## src/rtl/core/ura_pkg.sv

```systemverilog
// shared types and constants for the ultrasonic ranger with moving average
package ura_pkg;

  localparam int WINDOW_DEF = 10;

  localparam int CFG_IDX_W = 3;
  localparam int CFG_DATA_W = 18;
  localparam int DUR_W = 16;
  localparam int TMR_W = 18;
  localparam int SCALE_W = 18;
  localparam int PW_W = 16;
  localparam int DIST_W = 17;
  localparam int PROD_W = PW_W + SCALE_W;

  localparam logic [DUR_W-1:0] TRIG_LOW_RST = 16'd2000;
  localparam logic [DUR_W-1:0] TRIG_HIGH_RST = 16'd10000;
  localparam logic [DUR_W-1:0] LISTEN_TO_RST = 16'd30000;
  localparam logic [SCALE_W-1:0] SCALE_RST = 18'd112394;
  localparam logic [TMR_W-1:0] GAP_RST = 18'd200000;

  localparam logic [PW_W-1:0] PW_MAX = '1;
  localparam logic [DIST_W-1:0] DIST_MAX = '1;

  typedef enum logic [CFG_IDX_W-1:0] {
    REG_TRIG_LOW  = 3'd0,
    REG_TRIG_HIGH = 3'd1,
    REG_LISTEN_TO = 3'd2,
    REG_SCALE     = 3'd3,
    REG_GAP       = 3'd4
  } reg_idx_t;

  typedef enum logic [2:0] {
    PH_GAP    = 3'd0,
    PH_TLOW   = 3'd1,
    PH_THIGH  = 3'd2,
    PH_LISTEN = 3'd3,
    PH_ECHO   = 3'd4
  } phase_t;

  typedef enum logic [2:0] {
    ST_IDLE = 3'd0,
    ST_MUL  = 3'd1,
    ST_SUM  = 3'd2,
    ST_DIV  = 3'd3,
    ST_DONE = 3'd4
  } seq_t;

endpackage

```

## src/rtl/core/ultrasonic_ranger_with_average.sv

```systemverilog
// ultrasonic echo ranger with trigger sequencing and a moving-average window
// One item is one microsecond tick: it carries the sampled echo level in and returns exactly one
// result with the trigger level for that tick. A tick that ends a measurement (echo fall or listen
// timeout) goes through a multiply step, a walk through the sample memory one entry per cycle over
// the window entries in use, and a restoring divide one quotient bit per cycle over SUM_W bits,
// where SUM_W is 17 + clog2(WINDOW); the walk and the divide both run on the same adder.
// The block takes no tick while it works on one.
module ultrasonic_ranger_with_average #(
  parameter int WINDOW = ura_pkg::WINDOW_DEF
) (
  input  logic                           clk,
  input  logic                           rst,
  input  logic                           in_valid,
  output logic                           in_ready,
  input  logic                           echo_level,
  output logic                           out_valid,
  input  logic                           out_ready,
  output logic                           trigger_level,
  output logic                           result_valid,
  output logic [ura_pkg::DIST_W-1:0]     distance,
  output logic [ura_pkg::DIST_W-1:0]     average,
  output logic                           timed_out,
  input  logic                           cfg_valid,
  output logic                           cfg_ready,
  input  logic [ura_pkg::CFG_IDX_W-1:0]  cfg_index,
  input  logic [ura_pkg::CFG_DATA_W-1:0] cfg_data
);

  localparam int IDX_W = (WINDOW > 1) ? $clog2(WINDOW) : 1;
  localparam int CNT_W = $clog2(WINDOW + 1);
  localparam int SUM_W = ura_pkg::DIST_W + $clog2(WINDOW);
  localparam int DCNT_W = $clog2(SUM_W + 1);

  // configuration
  logic [ura_pkg::DUR_W-1:0]   trigger_low_us;
  logic [ura_pkg::DUR_W-1:0]   trigger_high_us;
  logic [ura_pkg::DUR_W-1:0]   listen_timeout_us;
  logic [ura_pkg::SCALE_W-1:0] scale_q16;
  logic [ura_pkg::TMR_W-1:0]   gap_us;

  // tick state
  ura_pkg::phase_t             phase, phase_next;
  logic [ura_pkg::TMR_W-1:0]   phase_timer, phase_timer_next;
  logic [ura_pkg::PW_W-1:0]    pulse_width, pulse_width_next;
  logic                        trig_tick;
  logic                        fin;
  logic                        fin_timeout;
  logic                        pend_timeout;

  // sequencer and datapath
  ura_pkg::seq_t               seq, seq_next;
  logic [IDX_W-1:0]            write_index;
  logic [CNT_W-1:0]            fill_count;
  logic [CNT_W-1:0]            sum_cnt;
  logic [DCNT_W-1:0]           div_cnt;
  logic                        rvalid;
  logic [SUM_W-1:0]            acc;
  logic [CNT_W-1:0]            rem;
  logic [ura_pkg::DIST_W-1:0]  store [WINDOW];
  logic [ura_pkg::DIST_W-1:0]  rdata;
  logic [IDX_W-1:0]            raddr;
  logic                        mem_we;
  logic [ura_pkg::PROD_W-1:0]  prod;
  logic [ura_pkg::DIST_W-1:0]  dist_calc;
  logic [SUM_W:0]              alu_a, alu_b, alu_y;
  logic                        alu_sub;
  logic [CNT_W:0]              div_shift;
  logic                        q_bit;
  logic                        in_accept;
  logic                        slot_free;
  logic                        load_tick;
  logic                        load_done;

  assign cfg_ready = 1'b1;
  assign slot_free = !out_valid || out_ready;
  assign in_accept = in_valid && in_ready;

  // per-tick phase logic
  always_comb begin
    ura_pkg::phase_t           ph_eff;
    logic [ura_pkg::TMR_W-1:0] tmr_eff;
    logic [ura_pkg::TMR_W-1:0] tmr_inc;
    logic [ura_pkg::DUR_W-1:0] lo_thr;
    logic [ura_pkg::DUR_W-1:0] hi_thr;
    logic [ura_pkg::DUR_W-1:0] to_thr;
    lo_thr = (trigger_low_us == '0) ? ura_pkg::DUR_W'(1) : trigger_low_us;
    hi_thr = (trigger_high_us == '0) ? ura_pkg::DUR_W'(1) : trigger_high_us;
    to_thr = (listen_timeout_us == '0) ? ura_pkg::DUR_W'(1) : listen_timeout_us;
    ph_eff = phase;
    tmr_eff = phase_timer;
    if (phase == ura_pkg::PH_GAP && phase_timer >= gap_us) begin
      ph_eff = ura_pkg::PH_TLOW;
      tmr_eff = '0;
    end
    tmr_inc = tmr_eff + 1'b1;
    phase_next = ph_eff;
    phase_timer_next = tmr_inc;
    pulse_width_next = pulse_width;
    trig_tick = 1'b0;
    fin = 1'b0;
    fin_timeout = 1'b0;
    unique case (ph_eff)
      ura_pkg::PH_GAP: begin
      end
      ura_pkg::PH_TLOW: begin
        if (tmr_inc >= ura_pkg::TMR_W'(lo_thr)) begin
          phase_next = ura_pkg::PH_THIGH;
          phase_timer_next = '0;
        end
      end
      ura_pkg::PH_THIGH: begin
        trig_tick = 1'b1;
        if (tmr_inc >= ura_pkg::TMR_W'(hi_thr)) begin
          phase_next = ura_pkg::PH_LISTEN;
          phase_timer_next = '0;
        end
      end
      ura_pkg::PH_LISTEN: begin
        if (echo_level) begin
          phase_next = ura_pkg::PH_ECHO;
          phase_timer_next = '0;
          pulse_width_next = ura_pkg::PW_W'(1);
        end else if (tmr_inc >= ura_pkg::TMR_W'(to_thr)) begin
          fin = 1'b1;
          fin_timeout = 1'b1;
          phase_next = ura_pkg::PH_GAP;
          phase_timer_next = '0;
        end
      end
      ura_pkg::PH_ECHO: begin
        phase_timer_next = tmr_eff;
        if (echo_level) begin
          if (pulse_width != ura_pkg::PW_MAX) begin
            pulse_width_next = pulse_width + 1'b1;
          end
        end else begin
          // width is kept for the multiply and cleared there
          fin = 1'b1;
          phase_next = ura_pkg::PH_GAP;
          phase_timer_next = '0;
        end
      end
      default: begin
        phase_next = ura_pkg::PH_GAP;
        phase_timer_next = '0;
      end
    endcase
  end

  // sequencer next state
  always_comb begin
    seq_next = seq;
    unique case (seq)
      ura_pkg::ST_IDLE: if (in_accept && fin) seq_next = ura_pkg::ST_MUL;
      ura_pkg::ST_MUL:  seq_next = ura_pkg::ST_SUM;
      ura_pkg::ST_SUM:  if (sum_cnt == fill_count) seq_next = ura_pkg::ST_DIV;
      ura_pkg::ST_DIV:  if (div_cnt == DCNT_W'(SUM_W - 1)) seq_next = ura_pkg::ST_DONE;
      ura_pkg::ST_DONE: if (slot_free) seq_next = ura_pkg::ST_IDLE;
      default:          seq_next = ura_pkg::ST_IDLE;
    endcase
  end

  // sequencer outputs
  always_comb begin
    in_ready = 1'b0;
    mem_we = 1'b0;
    load_done = 1'b0;
    unique case (seq)
      ura_pkg::ST_IDLE: in_ready = slot_free;
      ura_pkg::ST_MUL:  mem_we = 1'b1;
      ura_pkg::ST_SUM:  ;
      ura_pkg::ST_DIV:  ;
      ura_pkg::ST_DONE: load_done = slot_free;
      default:          ;
    endcase
  end

  assign load_tick = in_accept && !fin;

  // distance from echo width, saturating; zero on a listen timeout
  assign prod = ura_pkg::PROD_W'(pulse_width) * ura_pkg::PROD_W'(scale_q16);
  always_comb begin
    if (pend_timeout) begin
      dist_calc = '0;
    end else if (prod[ura_pkg::PROD_W-1]) begin
      dist_calc = ura_pkg::DIST_MAX;
    end else begin
      dist_calc = prod[ura_pkg::PROD_W-2:16];
    end
  end

  assign raddr = (sum_cnt < fill_count) ? sum_cnt[IDX_W-1:0] : '0;

  // shared adder: accumulate during the window walk, trial subtract during the divide
  assign div_shift = {rem, acc[SUM_W-1]};
  always_comb begin
    alu_a = {1'b0, acc};
    alu_b = (SUM_W + 1)'(rdata);
    alu_sub = 1'b0;
    if (seq == ura_pkg::ST_DIV) begin
      alu_a = (SUM_W + 1)'(div_shift);
      alu_b = (SUM_W + 1)'(fill_count);
      alu_sub = 1'b1;
    end
    alu_y = alu_sub ? (alu_a - alu_b) : (alu_a + alu_b);
  end
  assign q_bit = !alu_y[SUM_W];

  // sample memory
  always_ff @(posedge clk) begin
    if (mem_we) begin
      store[write_index] <= dist_calc;
    end
    rdata <= store[raddr];
  end

  always_ff @(posedge clk) begin
    if (rst) begin
      trigger_low_us <= ura_pkg::TRIG_LOW_RST;
      trigger_high_us <= ura_pkg::TRIG_HIGH_RST;
      listen_timeout_us <= ura_pkg::LISTEN_TO_RST;
      scale_q16 <= ura_pkg::SCALE_RST;
      gap_us <= ura_pkg::GAP_RST;
    end else if (cfg_valid && cfg_ready) begin
      unique case (cfg_index)
        ura_pkg::REG_TRIG_LOW:  trigger_low_us <= cfg_data[ura_pkg::DUR_W-1:0];
        ura_pkg::REG_TRIG_HIGH: trigger_high_us <= cfg_data[ura_pkg::DUR_W-1:0];
        ura_pkg::REG_LISTEN_TO: listen_timeout_us <= cfg_data[ura_pkg::DUR_W-1:0];
        ura_pkg::REG_SCALE:     scale_q16 <= cfg_data;
        ura_pkg::REG_GAP:       gap_us <= cfg_data;
        default:                ;
      endcase
    end
  end

  always_ff @(posedge clk) begin
    if (rst) begin
      seq <= ura_pkg::ST_IDLE;
      phase <= ura_pkg::PH_GAP;
      phase_timer <= '0;
      pulse_width <= '0;
      write_index <= '0;
      fill_count <= '0;
      sum_cnt <= '0;
      div_cnt <= '0;
      rvalid <= 1'b0;
      pend_timeout <= 1'b0;
      out_valid <= 1'b0;
      trigger_level <= 1'b0;
      result_valid <= 1'b0;
      distance <= '0;
      average <= '0;
      timed_out <= 1'b0;
    end else begin
      seq <= seq_next;
      rvalid <= (seq == ura_pkg::ST_SUM) && (sum_cnt < fill_count);

      if (in_accept) begin
        phase <= phase_next;
        phase_timer <= phase_timer_next;
        pulse_width <= pulse_width_next;
        pend_timeout <= fin_timeout;
      end

      if (seq == ura_pkg::ST_MUL) begin
        pulse_width <= '0;
        distance <= dist_calc;
        timed_out <= pend_timeout;
        write_index <= (write_index == IDX_W'(WINDOW - 1)) ? '0 : write_index + 1'b1;
        if (fill_count < CNT_W'(WINDOW)) begin
          fill_count <= fill_count + 1'b1;
        end
        sum_cnt <= '0;
        div_cnt <= '0;
      end

      if (seq == ura_pkg::ST_SUM) begin
        sum_cnt <= sum_cnt + 1'b1;
      end
      if (seq == ura_pkg::ST_DIV) begin
        div_cnt <= div_cnt + 1'b1;
      end

      if (load_tick) begin
        out_valid <= 1'b1;
        trigger_level <= trig_tick;
        result_valid <= 1'b0;
      end else if (load_done) begin
        out_valid <= 1'b1;
        trigger_level <= 1'b0;
        result_valid <= 1'b1;
        average <= acc[ura_pkg::DIST_W-1:0];
      end else if (out_valid && out_ready) begin
        out_valid <= 1'b0;
      end
    end
  end

  // accumulator and remainder, no reset needed
  always_ff @(posedge clk) begin
    if (seq == ura_pkg::ST_MUL) begin
      acc <= '0;
      rem <= '0;
    end else if (seq == ura_pkg::ST_SUM) begin
      if (rvalid) begin
        acc <= alu_y[SUM_W-1:0];
      end
    end else if (seq == ura_pkg::ST_DIV) begin
      rem <= q_bit ? alu_y[CNT_W-1:0] : div_shift[CNT_W-1:0];
      acc <= {acc[SUM_W-2:0], q_bit};
    end
  end

  a_fill_bound: assert property (@(posedge clk) disable iff (rst)
    fill_count <= CNT_W'(WINDOW) && write_index <= IDX_W'(WINDOW - 1))
    else $error("window bookkeeping out of range");

  a_rem_bound: assert property (@(posedge clk) disable iff (rst)
    (seq == ura_pkg::ST_DIV) |-> (rem < fill_count))
    else $error("divider remainder not below divisor");

  a_mul_to_sum: assert property (@(posedge clk) disable iff (rst)
    (seq == ura_pkg::ST_MUL) |=> (seq == ura_pkg::ST_SUM && fill_count != '0))
    else $error("multiply step not followed by window walk");

  a_timeout_zero: assert property (@(posedge clk) disable iff (rst)
    timed_out |-> (distance == '0))
    else $error("timed-out measurement with nonzero distance");

  a_busy_no_take: assert property (@(posedge clk) disable iff (rst)
    (seq != ura_pkg::ST_IDLE) |-> !in_ready)
    else $error("tick taken while measurement in progress");

endmodule
```

## config.mk

```make
export PLATFORM = sky130hd
export DESIGN_NAME = ultrasonic_ranger_with_average
export DESIGN_NICKNAME = d
export VERILOG_FILES = /design/src/rtl/core/ura_pkg.sv /design/src/rtl/core/ultrasonic_ranger_with_average.sv
export SDC_FILE = /design/constraint.sdc
export NUM_CORES = 1
export LEC_CHECK = 0
export BUFFER_PORTS_ARGS = -buffer_cell sky130_fd_sc_hd__buf_4
export CAP_MARGIN = 20
export CORE_MARGIN = 2
export CORE_UTILIZATION = 30
export DETAILED_ROUTE_END_ITERATION = 6
export GPL_TIMING_DRIVEN = 1
export PLACE_DENSITY_LB_ADDON = 0.25
export SLEW_MARGIN = 20
export SYNTH_ARGS = -nofsm -noshare
export SYNTH_HDL_FRONTEND = slang
export SYNTH_SLANG_ARGS = --single-unit
```

## constraint.sdc

```tcl
create_clock -name clk -period 9.5 [get_ports clk]
set_input_delay 1.9 -clock clk [delete_from_list [all_inputs] [get_ports clk]]
set_output_delay 1.9 -clock clk [all_outputs]
set_load 0.02 [all_outputs]
```

==> summary.md, run 1 <==
| Metric | Value |
|---|---|
| Outcome | completed |
| Mux share of post-synthesis cell area | 1.01% |
| Overflow left after global routing | 0 |
| Setup violators final | 0 |
| Die X | 309 µm |
| Pin count of the biggest net entering global routing | 82 |
| Cts bufs inserted | 48 |
| Synth area leaders | edfxtp_1 18%, dfxtp_1 16%, fa_1 16%, ha_1 8.9%, nand2_1 8.1% |
| Most frequent cells after synthesis | 607 x nand2_1, 331 x inv_1, 223 x dfxtp_1, 222 x fa_1, 198 x ha_1 |
| Final setup skew | 0.0203 ns |
| DRT Pass-1 Iters | 6 |
| Register area share after synthesis | 34.2% |
| Clk sinks | 393 |
| Register area | 0.00957 mm² |
| Seq cells post-synth | 393 |
| CP startpoint kind | flip-flop |
| Main flop type after synthesis | dfxtp_1 |
| Setup TNS | 0 ns |
| Port Buffers | 65 |
| GR Util met2 | 25.4% |
| H-tree depth | 2 |
| Async SR Flop Fraction | 0% |
| CP endpoint | store[7][1] |
| Post-CTS Hold Buffers | 0 |
| Crit Path Class | reg -> reg |
| Post-Synth Adder-Cell Area | 24.8% |
| CP endpoint kind | flip-flop |
| Yosys warning count | 0 |
| Syn Inst Count | 3062 |
| Max_cap viols | 0 |
| Count leader, synth | nand2_1 |
| Top cell type's share of synthesized area | 18.3% |
| Pwr Total | 3.88 mW |
| Fill count | 9573 |
| Die ar. | 0.0957 mm² |
| Starting Density | 30.4% |
| Reg-to-reg slack, setup | 1.53 ns |
| HP Class | reg -> reg |
| Number of synthesized flops with an enable pin | 170 |
| Detail Route Antenna Nets | 0 |
| N_diodes | 0 |
| Die Y | 309 µm |
| Combinational family with the most area after synthesis | adder cells |
| Synth Area in Compound Gates | 11.7% |
| Vias in the first global route | 20824 |
| CP startpoint | pulse_width[6] |
| FF-to-FF Start | pulse_width[6] |
| Slew HR | 29.7% |
| Critical Path RT | 9.70 ns |
| Share of cells above drive strength 1 | 7.85% |
| M1 GR Usage | 23.9% |
| Remaining DRCs | 0 |
| Area grow syn2layout | 12.1% |
| GPL Wtd Cong | 0.800 |
| Vias per inst | 4.82 |
| Multi-input combinational cell area | 0.0166 mm² |
| HPWL after detailed placement | 55400 µm |
| Leak pwr | 13.2 nW |
| Critical Path Fanout Max | 20 |
| Post-synth top area cell | edfxtp_1 |
| GRT Max-Usage Layer | met2 |
| Avg Cell Area, Syn | 9.13 µm² |
| Post CTS Setup Buffer Count | 0 |
| R2r endpoint | store[7][1] |
| R2r worst-path depth | 20 |
| Synth Net Count | 3509 |
| Post-CTS sizing | 0 |
| Max Freq | 0.126 GHz |
| PwrDens | 124 mW/mm² |
| IO Pins | 67 |
| DR WL/cell | 17.8 µm |
| Final nets | 3507 |
| Clock Root Buffer | clkbuf_16 |
| Total core area | 0.0921 mm² |
| Number of antenna violations at the first check in global routing | 2 |
| Hold violation total from the final report | 0 |
| RSZ-0062 raised after global routing | no |
| Worst Tran Pin Value | 1.05 ns |
| CTS tree | yes |
| WL final | 77200 µm |
| Violation count after the first detailed-route iteration | 1465 |
| Arrival @ worst endpoint | 8.16 ns |
| Simple-Gate Fraction of Synth Area | 19.3% |
| Worst skew pair latency | 0.58 ns |
| Post-synth cell types | 88 |
| Global-route wire length before repair | 122000 µm |
| Row count | 111 |
| Pins Over Slew Limit | 0 |
| Peak VDD IR | 0.000107 V |
| Period utilization | 83.9% |
| Mapped Area | 0.0280 mm² |
| DR vias | 20914 |
| Reg clk slew, reported paths | 0.05 ns |
| Minimum clock period | 7.97 ns |
| Post-Synth XOR/XNOR Area | 2.22% |
| Longest Clk Path Bufs | 3 |
| Total GRT Usage | 16.4% |
| Met3 usage | 2.58% |
area by class of cell:
cell class | count | share of cell area [%]
multi-input combinational | 2176 | 52.9
sequential | 393 | 30.5
tap | 1243 | 4.96
clock buffer | 61 | 4.12
inverter | 333 | 3.99
timing repair buffer | 108 | 2.59
clock inverter | 26 | 0.874
per-layer routing:
metal | part of all wire (%) | wire (µm)
met5 | 0.013 | 10
met4 | 1.7 | 1300
met3 | 5.5 | 4280
met2 | 44 | 34100
met1 | 49 | 37600
cell families (layout without fill, tap and decap cells):
kind of cell / count (synthesis) / count (layout)
XOR/XNOR: 71 / 71
adder cells (fa/ha/maj): 421 / 421
AND/OR/NAND/NOR: 1162 / 1162
multiplexers: 26 / 26
other: 1 / 1
flip-flops: 393 / 393
buffers and inverters: 493 / 528
AO/OA/AOI/OAI: 495 / 495
sequential cells by signal, indices dropped and copies added, names as in the netlist, 5 cells and up:
| signal | count |
|---|---|
| pulse_width | 16 |
| gap_us | 18 |
| trigger_high_us | 16 |
| trigger_low_us | 16 |
| scale_q16 | 18 |
| distance | 17 |
| acc | 21 |
| rdata | 17 |
| phase_timer | 18 |
| store | 170 |
| listen_timeout_us | 16 |
| average | 17 |
| div_cnt | 5 |
through the flow:
| step | cells | utilization (%) | instance area [µm²] | worst slack, ns | hold WS [ns] |
|---|---|---|---|---|---|
| floorplan | 3062 | - | 28000 | 2.68 | 0.436 |
| global placement | 4253 | 32.3 | 29800 | 1.68 | 0.442 |
| detailed placement | 4253 | 32.3 | 29800 | 1.61 | 0.448 |
| CTS | 4340 | 34.0 | 31300 | 1.55 | 0.456 |
| global route | 4340 | 34.0 | 31300 | 1.07 | 0.475 |
| finish | 4340 | 34.0 | 31300 | 1.53 | 0.452 |
worst min-delay path by stage:
stage	start	endpoint	slack (ns)	cells past startpoint
floorplan	gap_us[12]	gap_us[12]	0.44	2
global placement	gap_us[12]	gap_us[12]	0.44	2
detailed placement	average[2]	average[2]	0.45	2
CTS	average[10]	average[10]	0.46	2
global route	average[2]	average[2]	0.47	2
finish	gap_us[5]	gap_us[5]	0.45	2
worst max-delay path, stage by stage (launching register included):
cell and delay, ns:
dfxtp_1 0.82, nand2_1 0.17, fa_1 0.58, inv_1 0.06
fa_1 0.56, fa_1 0.44, fa_1 0.52, inv_1 0.07
fa_1 0.54, inv_1 0.07, fa_1 0.47, ha_1 0.34
a21oi_1 0.19, o211ai_1 0.13, o211ai_1 0.18, nor2b_1 0.41
a211oi_1 0.21, o2111ai_1 0.35, nand2_1 0.30, xnor2_2 0.74
a21oi_1 0.43
report_power, final:
group / switching, mW / internal [mW] / leakage, nW
sequential: 0.0289 / 1.77 / 3.28
clock: 0.736 / 1.10 / 0.769
combinational: 0.149 / 0.0993 / 9.18
total: 0.914 / 2.97 / 13.2
cells in the final DEF, fill, tap and decap left out, types with 48 or more instances in the layout:
cell type  count
ha_1         198
fa_1         222
nand2_1      607
and2_1       130
inv_1        331
nor2_1       115
buf_4        108
nand3_1       81
a21oi_1      173
edfxtp_1     170
dfxtp_1      222
clkbuf_16     48
o21ai_0       83
(Power assumes the default switching activity.)
==> inputs of run 2 (changes only) <==
--- a/config.mk
+++ b/config.mk
@@ -5,6 +5,7 @@
 export SDC_FILE = /design/constraint.sdc
 export NUM_CORES = 1
 export LEC_CHECK = 0
+export ABC_AREA = 1
 export BUFFER_PORTS_ARGS = -buffer_cell sky130_fd_sc_hd__buf_4
 export CAP_MARGIN = 20
 export CORE_MARGIN = 2
==> constraint.sdc (replaced) <==
create_clock -name clk -period 6.6 [get_ports clk]
set_input_delay 1.32 -clock clk [delete_from_list [all_inputs] [get_ports clk]]
set_output_delay 1.32 -clock clk [all_outputs]
set_load 0.02 [all_outputs]
==> run 2 against run 1 <==
Net effect: the flow now finishes with violations (DRC); largest power group unchanged; sequential cell count did not move; critical path depth rose by 9; critical path type unchanged; non-clock buffer count rose by 109; total power rose by 46%; highest routed layer unchanged; register-to-register slack got worse by 1.5 ns; via count rose by 6.4%; die area rose by 0.75%; utilization rose by 1.4 points; combinational power rose by 42%; cell area rose by 5.4%.
==> summary.md, run 2 <==
| Metric | Value |
|---|---|
| Post-Synth Adder-Cell Area | 24.6% (was 24.8%) |
| Number of antenna violations at the first check in global routing | 1 (was 2) |
| Seq cells post-synth | 393 (unchanged) |
| HP Class | reg -> reg (unchanged) |
| Yosys warning count | 0 (unchanged) |
| Leading cell type in the layout, fill and taps excluded | nand2_1 (unchanged) |
| Syn Inst Count | 3365 (was 3062) |
| Post-CTS Hold Buffers | 0 (unchanged) |
| Simple-Gate Fraction of Synth Area | 16.4% (was 19.3%) |
| Critical Path RT | 6.92 ns (was 9.70 ns) |
| RSZ-0062 raised after global routing | yes (was no) |
| CP endpoint kind | flip-flop (unchanged) |
| Reg clk slew, reported paths | 0.06 ns (was 0.05 ns) |
| Final worst slack | 0.0319 ns (was 1.53 ns) |
| Cts bufs inserted | 48 (unchanged) |
| Register area share after synthesis | 34.0% (was 34.2%) |
| Count leader, synth | nand2_1 (unchanged) |
| Detail Route Antenna Nets | 0 (unchanged) |
| Max incr delay on CP | 0.60 ns (was 0.82 ns) |
| H-tree depth | 2 (unchanged) |
| Main flop type after synthesis | dfxtp_1 (unchanged) |
| CTS tree | yes (unchanged) |
| Vias per inst | 4.67 (was 4.82) |
| Overflow left after global routing | 0 (unchanged) |
| Mux share of post-synthesis cell area | 1.21% (was 1.01%) |
| Row count | 112 (was 111) |
| Critical Path Fanout Max | 5 (was 20) |
| Number of synthesized flops with an enable pin | 170 (unchanged) |
| Top cell type's share of synthesized area | 18.1% (was 18.3%) |
| M1 GR Usage | 23.6% (was 23.9%) |
| CP startpoint kind | flip-flop (unchanged) |
| Arrival @ worst endpoint | 6.89 ns (was 8.16 ns) |
| Max_cap viols | 0 (unchanged) |
| Mapped Area | 0.0282 mm² (was 0.0280 mm²) |
| Met3 usage | 2.52% (was 2.58%) |
| DR vias | 22256 (was 20914) |
| Slowest-stage cell, CP | fa_2 (was dfxtp_1) |
| Most frequent cells after synthesis | 679 x nand2_1, 609 x inv_1, 233 x a21oi_1, 223 x dfxtp_1, 222 x fa_1 (was 607 x nand2_1, 331 x inv_1, 223 x dfxtp_1, 222 x fa_1, 198 x ha_1) |
| Violation count after the first detailed-route iteration | 1430 (was 1465) |
| GPL Wtd Cong | 0.850 (was 0.800) |
| Slew HR | 14.5% (was 29.7%) |
| Worst Tran Pin Value | 1.28 ns (was 1.05 ns) |
| IO Pins | 67 (unchanged) |
| Post-synth top area cell | edfxtp_1 (unchanged) |
| Top reg by flops | store (unchanged) |
| Period utilization | 99.5% (was 83.9%) |
| Port Buffers | 65 (unchanged) |
| Global-route wire length before repair | 126000 µm (was 122000 µm) |
| Async SR Flop Fraction | 0% (unchanged) |
| GRT Max-Usage Layer | met2 (unchanged) |
| Outcome | finished with violations (was completed) |
| Leak pwr | 15.0 nW (was 13.2 nW) |
| Synth Area in Compound Gates | 11.6% (was 11.7%) |
| Max Freq | 0.152 GHz (was 0.126 GHz) |
| Largest register FFs | 170 (unchanged) |
| Failing checks | DRC |
| HPWL after detailed placement | 57900 µm (was 55400 µm) |
| Delay-heaviest family, CP | adder cells (unchanged) |
| Pwr Total | 5.67 mW (was 3.88 mW) |
| Fill count | 9590 (was 9573) |
| Total core area | 0.0932 mm² (was 0.0921 mm²) |
| Minimum clock period | 6.57 ns (was 7.97 ns) |
| Crit Path Class | reg -> reg (unchanged) |
| Synth area leaders | edfxtp_1 18%, dfxtp_1 16%, fa_1 16%, nand2_1 9.0%, ha_1 8.8% (was edfxtp_1 18%, dfxtp_1 16%, fa_1 16%, ha_1 8.9%, nand2_1 8.1%) |
| Area grow syn2layout | 17.2% (was 12.1%) |
| Die Y | 310 µm (was 309 µm) |
| Remaining DRCs | 1 (was 0) |
| Most frequent cells in the layout | 665 x nand2_1, 588 x inv_1, 223 x a21oi_1 (was 607 x nand2_1, 331 x inv_1, 222 x fa_1, 222 x dfxtp_1, 198 x ha_1) |
| Placement Setup Slack | -0.474 ns (was 1.61 ns) |
| WP buf/inv | 9 (was 3) |
| Vias in the first global route | 22139 (was 20824) |
| DRT Pass-1 Iters | 7 (was 6) |
| Worst skew pair latency | 0.60 ns (was 0.58 ns) |
| Die ar. | 0.0964 mm² (was 0.0957 mm²) |
| Die X | 310 µm (was 309 µm) |
| Clk sinks | 393 (unchanged) |
| PwrDens | 172 mW/mm² (was 124 mW/mm²) |
| Final cell count without fillers | 4770 (was 4340) |
| GR Util met2 | 26.9% (was 25.4%) |
| Share of cells above drive strength 1 | 12.4% (was 7.85%) |
| Total GRT Usage | 16.8% (was 16.4%) |
| DR WL/cell | 16.7 µm (was 17.8 µm) |
| Clock Root Buffer | clkbuf_16 (unchanged) |
| Final nets | 3925 (was 3507) |
| Post-Synth XOR/XNOR Area | 1.68% (was 2.22%) |
| Avg Cell Area, Syn | 8.37 µm² (was 9.13 µm²) |
| Pins Over Slew Limit | 0 (unchanged) |
| WL final | 79500 µm (was 77200 µm) |
| Longest Clk Path Bufs | 3 (unchanged) |
| Synth Net Count | 3812 (was 3509) |
| Largest regs | store (170), acc (21) (unchanged) |
| N_diodes | 0 (unchanged) |
| Starting Density | 30.2% (was 30.4%) |
| Dpl cells | 4656 (was 4253) |
| Hold violation total from the final report | 0 (unchanged) |
| Min Hold Slack | 0.442 ns (was 0.452 ns) |
| Final setup skew | 0.0374 ns (was 0.0203 ns) |
| Combinational family with the most area after synthesis | adder cells (unchanged) |
| Post-synth cell types | 59 (was 88) |
| Pin count of the biggest net entering global routing | 85 (was 82) |
| Peak VDD IR | 0.000207 V (was 0.000107 V) |
| Setup violators final | 0 (unchanged) |
-- run 2: cell count changes after synthesis, sizes merged, moves of 19 or more --
cell / delta
inv: +286
and2: -132
o21ai: +116
nor2: +98
nand2: +76
a21oi: +59
o221ai: +34
nand3: +27
a211oi: -26
mux2i: +26
nand3b: -24
or3: -24
o31ai: -19
-- run 2: metal layers --
metal  vias to the layer above  wire length (µm)
met5                         -                13
met4                         2              1670
met3                        95              4060
met2                       438             35900
met1                     10660             37800
li1                      11061                 -
-- run 2: timing repair --
action	4_1_cts	5_1_grt
gates resized for setup	23	143
setup buffers	0	23
setup endpoints to repair	187	187
pin swaps	1	37
cloned	0	3
-- run 2: power breakdown --
group	internal, mW	leakage (nW)	switching, mW
clock network	1.62	0.790	1.10
registers	2.56	3.25	0.0383
logic	0.129	11.0	0.223
total	4.31	15.0	1.36
-- run 2: kinds of logic after synthesis --
group,Yosys count
multiplexers,34
buffers and inverters,780
adder cells (fa/ha/maj),420
other,1
AND/OR/NAND/NOR,1109
flip-flops,393
AO/OA/AOI/OAI,574
XOR/XNOR,54
-- run 2: final timing paths --
| check | start | end | slack [ns] | depth (start not counted) |
|---|---|---|---|---|
| setup reg to reg | pulse_width[1] | store[9][11] | 0.03 | 29 |
| hold reg to reg | average[16] | average[16] | 0.44 | 2 |
| setup / recovery | pulse_width[1] | store[9][11] | 0.03 | 29 |
| hold / removal | average[16] | average[16] | 0.44 | 2 |
-- run 2: stage by stage --
step | cell area, µm² | util, % | TNS [ns]
finish | 33000 | 35.4 | 0
global route | 33000 | 35.4 | -9.02
CTS | 32300 | 34.7 | -0.146
detailed placement | 30700 | 32.9 | -51.57
global placement | 30700 | 32.9 | -52.46
floorplan | 28200 | - | 0
-- run 2: area by class of cell --
class                   instances  area (µm²)  share of cell area (%)
inverters                     624        2360                    7.14
clock buffers                  65        1340                    4.04
clock inverters                23         284                   0.860
multi-input cells            2192       16000                    48.6
repair inverters                2        15.0                  0.0455
repair buffers                217        1810                    5.49
well taps                    1254        1570                    4.75
flip-flops and latches        393        9620                    29.1
-- run 2: tightest hold or removal path, cell delays in order, from the launching register on --
cell and delay, ns:
dfxtp_1 0.30, inv_1 0.04, a21oi_1 0.05
==> inputs of run 3 (changes only) <==
--- a/config.mk
+++ b/config.mk
@@ -7,12 +7,12 @@
 export LEC_CHECK = 0
 export ABC_AREA = 1
 export BUFFER_PORTS_ARGS = -buffer_cell sky130_fd_sc_hd__buf_4
-export CAP_MARGIN = 20
+export CAP_MARGIN = 10
 export CORE_MARGIN = 2
 export CORE_UTILIZATION = 30
+export CTS_BUF_LIST = sky130_fd_sc_hd__clkbuf_8
 export DETAILED_ROUTE_END_ITERATION = 6
 export GPL_TIMING_DRIVEN = 1
-export PLACE_DENSITY_LB_ADDON = 0.25
 export SLEW_MARGIN = 20
 export SYNTH_ARGS = -nofsm -noshare
 export SYNTH_HDL_FRONTEND = slang
==> run 3 against run 2 <==
Net effect: the run now ends clean; count of clock-buffer cells in the layout rose by 20; via count increased by 1.7%; final cell count increased by 1.2%; critical path type unchanged.
==> summary.md, run 3 (synthesized netlist as in run 2, its figures left out) <==
| Metric | Value |
|---|---|
| Final nets | 3961 (was 3925) |
| HPWL after detailed placement | 55900 µm (was 57900 µm) |
| Pin count of the biggest net entering global routing | 86 (was 85) |
| Max incr delay on CP | 0.55 ns (was 0.60 ns) |
| Worst Tran Pin Value | 0.998 ns (was 1.28 ns) |
| Vias in the first global route | 22512 (was 22139) |
| Setup TNS | 0 ns (unchanged) |
| Hold violation total from the final report | 0 (unchanged) |
| Clock Root Buffer | clkbuf_8 (was clkbuf_16) |
| Pins Over Slew Limit | 0 (unchanged) |
| Fill count | 9577 (was 9590) |
| Cell-internal power | 4.01 mW (was 4.31 mW) |
| Global-route wire length before repair | 124000 µm (was 126000 µm) |
| Reg clk slew, reported paths | 0.08 ns (was 0.06 ns) |
| Violation count after the first detailed-route iteration | 1461 (was 1430) |
| Die Y | 310 µm (unchanged) |
| Flop pwr share | 48.0% (was 45.8%) |
| Final core occ | 35.2% (was 35.4%) |
| Overflow left after global routing | 0 (unchanged) |
| Minimum clock period | 6.48 ns (was 6.57 ns) |
| Arrival @ worst endpoint | 6.88 ns (was 6.89 ns) |
| Die X | 310 µm (unchanged) |
| Slowest-stage cell, CP | fa_1 (was fa_2) |
| GPL Wtd Cong | 0.880 (was 0.850) |
| Max_cap viols | 0 (unchanged) |
| Final setup skew | 0.0474 ns (was 0.0374 ns) |
| RSZ-0062 raised after global routing | yes (unchanged) |
| Period utilization | 98.1% (was 99.5%) |
| Cts bufs inserted | 73 (was 48) |
| Max Freq | 0.154 GHz (was 0.152 GHz) |
| Leading cell type in the layout, fill and taps excluded | nand2_1 (unchanged) |
| Area grow syn2layout | 16.5% (was 17.2%) |
| WP buf/inv | 10 (was 9) |
| Longest Clk Path Bufs | 3 (unchanged) |
| Min Hold Slack | 0.444 ns (was 0.442 ns) |
| Crit Path Class | reg -> reg (unchanged) |
| Switching Fraction | 25.9% (was 24.0%) |
| Post-CTS Hold Buffers | 0 (unchanged) |
| Peak VDD IR | 0.000116 V (was 0.000207 V) |
| Largest register FFs | 170 (unchanged) |
| CTS tree | yes (unchanged) |
| Critical Path RT | 7.00 ns (was 6.92 ns) |
| Switching power total | 1.40 mW (was 1.36 mW) |
| Row count | 112 (unchanged) |
| Port Buffers | 65 (unchanged) |
| Most frequent cells in the layout | 667 x nand2_1, 620 x inv_1, 226 x a21oi_1 (was 665 x nand2_1, 588 x inv_1, 223 x a21oi_1) |
| Clock power share | 45.6% (was 48.0%) |
| Comb power frac | 6.4% (was 6.2%) |
| H-tree depth | 3 (was 2) |
| PwrDens | 165 mW/mm² (was 172 mW/mm²) |
| Starting Density | 30.2% (unchanged) |
| Crit path top cell by count | fa_1 |
| Leak pwr | 15.1 nW (was 15.0 nW) |
| DRT Pass-1 Iters | 5 (was 7) |
| Setup violators final | 0 (unchanged) |
| Share of cells above drive strength 1 | 12.9% (was 12.4%) |
| IO Pins | 67 (unchanged) |
| Clk sinks | 393 (unchanged) |
| Die ar. | 0.0964 mm² (unchanged) |
| Worst skew pair latency | 0.68 ns (was 0.60 ns) |
| CP endpoint kind | flip-flop (unchanged) |
| Number of antenna violations at the first check in global routing | 4 (was 1) |
| Total GRT Usage | 16.3% (was 16.8%) |
| Total core area | 0.0932 mm² (unchanged) |
| HP Class | reg -> reg (unchanged) |
| Pwr Total | 5.41 mW (was 5.67 mW) |
| Top reg by flops | store (unchanged) |
| Outcome | completed (was finished with violations) |
| Slew HR | 33.0% (was 14.5%) |
| Delay-heaviest family, CP | adder cells (unchanged) |
| Remaining DRCs | 0 (was 1) |
| Critical Path Fanout Max | 9 (was 5) |
| CP startpoint kind | flip-flop (unchanged) |
| DR WL/cell | 15.9 µm (was 16.7 µm) |
| WL final | 76700 µm (was 79500 µm) |
| Detail Route Antenna Nets | 0 (unchanged) |
| DR vias | 22639 (was 22256) |
| Vias per inst | 4.69 (was 4.67) |
| Largest regs | store (170), acc (21) (unchanged) |
## run 3: metal layers
| layer | global-route usage, % | up-vias | share of wire, % |
|---|---|---|---|
| met4 | 4.64 | 4 | 2.3 |
| met3 | 2.70 | 121 | 6.0 |
| met1 | 22.3 | 10808 | 46 |
| li1 | - | 11115 | - |
| met2 | 26.6 | 591 | 46 |
| met5 | 0 | - | 0.034 |
## run 3: timing repair
item,CTS,global route
setup endpoints to repair,127,187
gates cloned,0,1
buffers inserted,0,16
resized for setup,18,107
pin swaps,0,25
## run 3: power by group through the flow
stage | sequential, mW | clock, mW | combinational (mW)
3_3_place_gp | 2.65 | 0 | 0.339
4_1_cts | 2.60 | 2.54 | 0.346
2_1_floorplan | 2.63 | 0 | 0.239
3_5_place_dp | 2.65 | 0 | 0.344
5_1_grt | 2.60 | 2.64 | 0.394
6_report | 2.60 | 2.47 | 0.348
## run 3: cell type report
class	instances	area (µm²)	area share (%)
inverters	624	2360	7.17
repair inverters	1	7.51	0.0229
clock inverters	50	357	1.09
diodes	1	2.50	0.00762
clock buffers	85	1170	3.56
repair buffers	229	1850	5.64
well taps	1254	1570	4.78
multi-input cells	2192	15900	48.5
flip-flops and latches	393	9610	29.3
## run 3: worst paths after layout
kind | depth (start not counted) | endpoint | startpoint | slack [ns]
min reg2reg | 2 | average[2] | average[2] | 0.44
max | 25 | store[7][15] | scale_q16[8] | 0.12
min | 2 | average[2] | average[2] | 0.44
max reg2reg | 25 | store[7][15] | scale_q16[8] | 0.12
## run 3: metrics by stage
step	instances	setup WS (ns)	instance area, µm²
floorplan	3365	0.226	28200
global placement	4676	-0.198	30800
detailed placement	4676	-0.136	30800
CTS	4811	-0.0442	32400
global route	4829	-0.178	32800
finish	4829	0.123	32800
## run 3: tightest hold or removal path, cell delays in order, from the launching register on
cell     delay [ns]
dfxtp_1        0.31
inv_1          0.04
a21oi_1        0.05
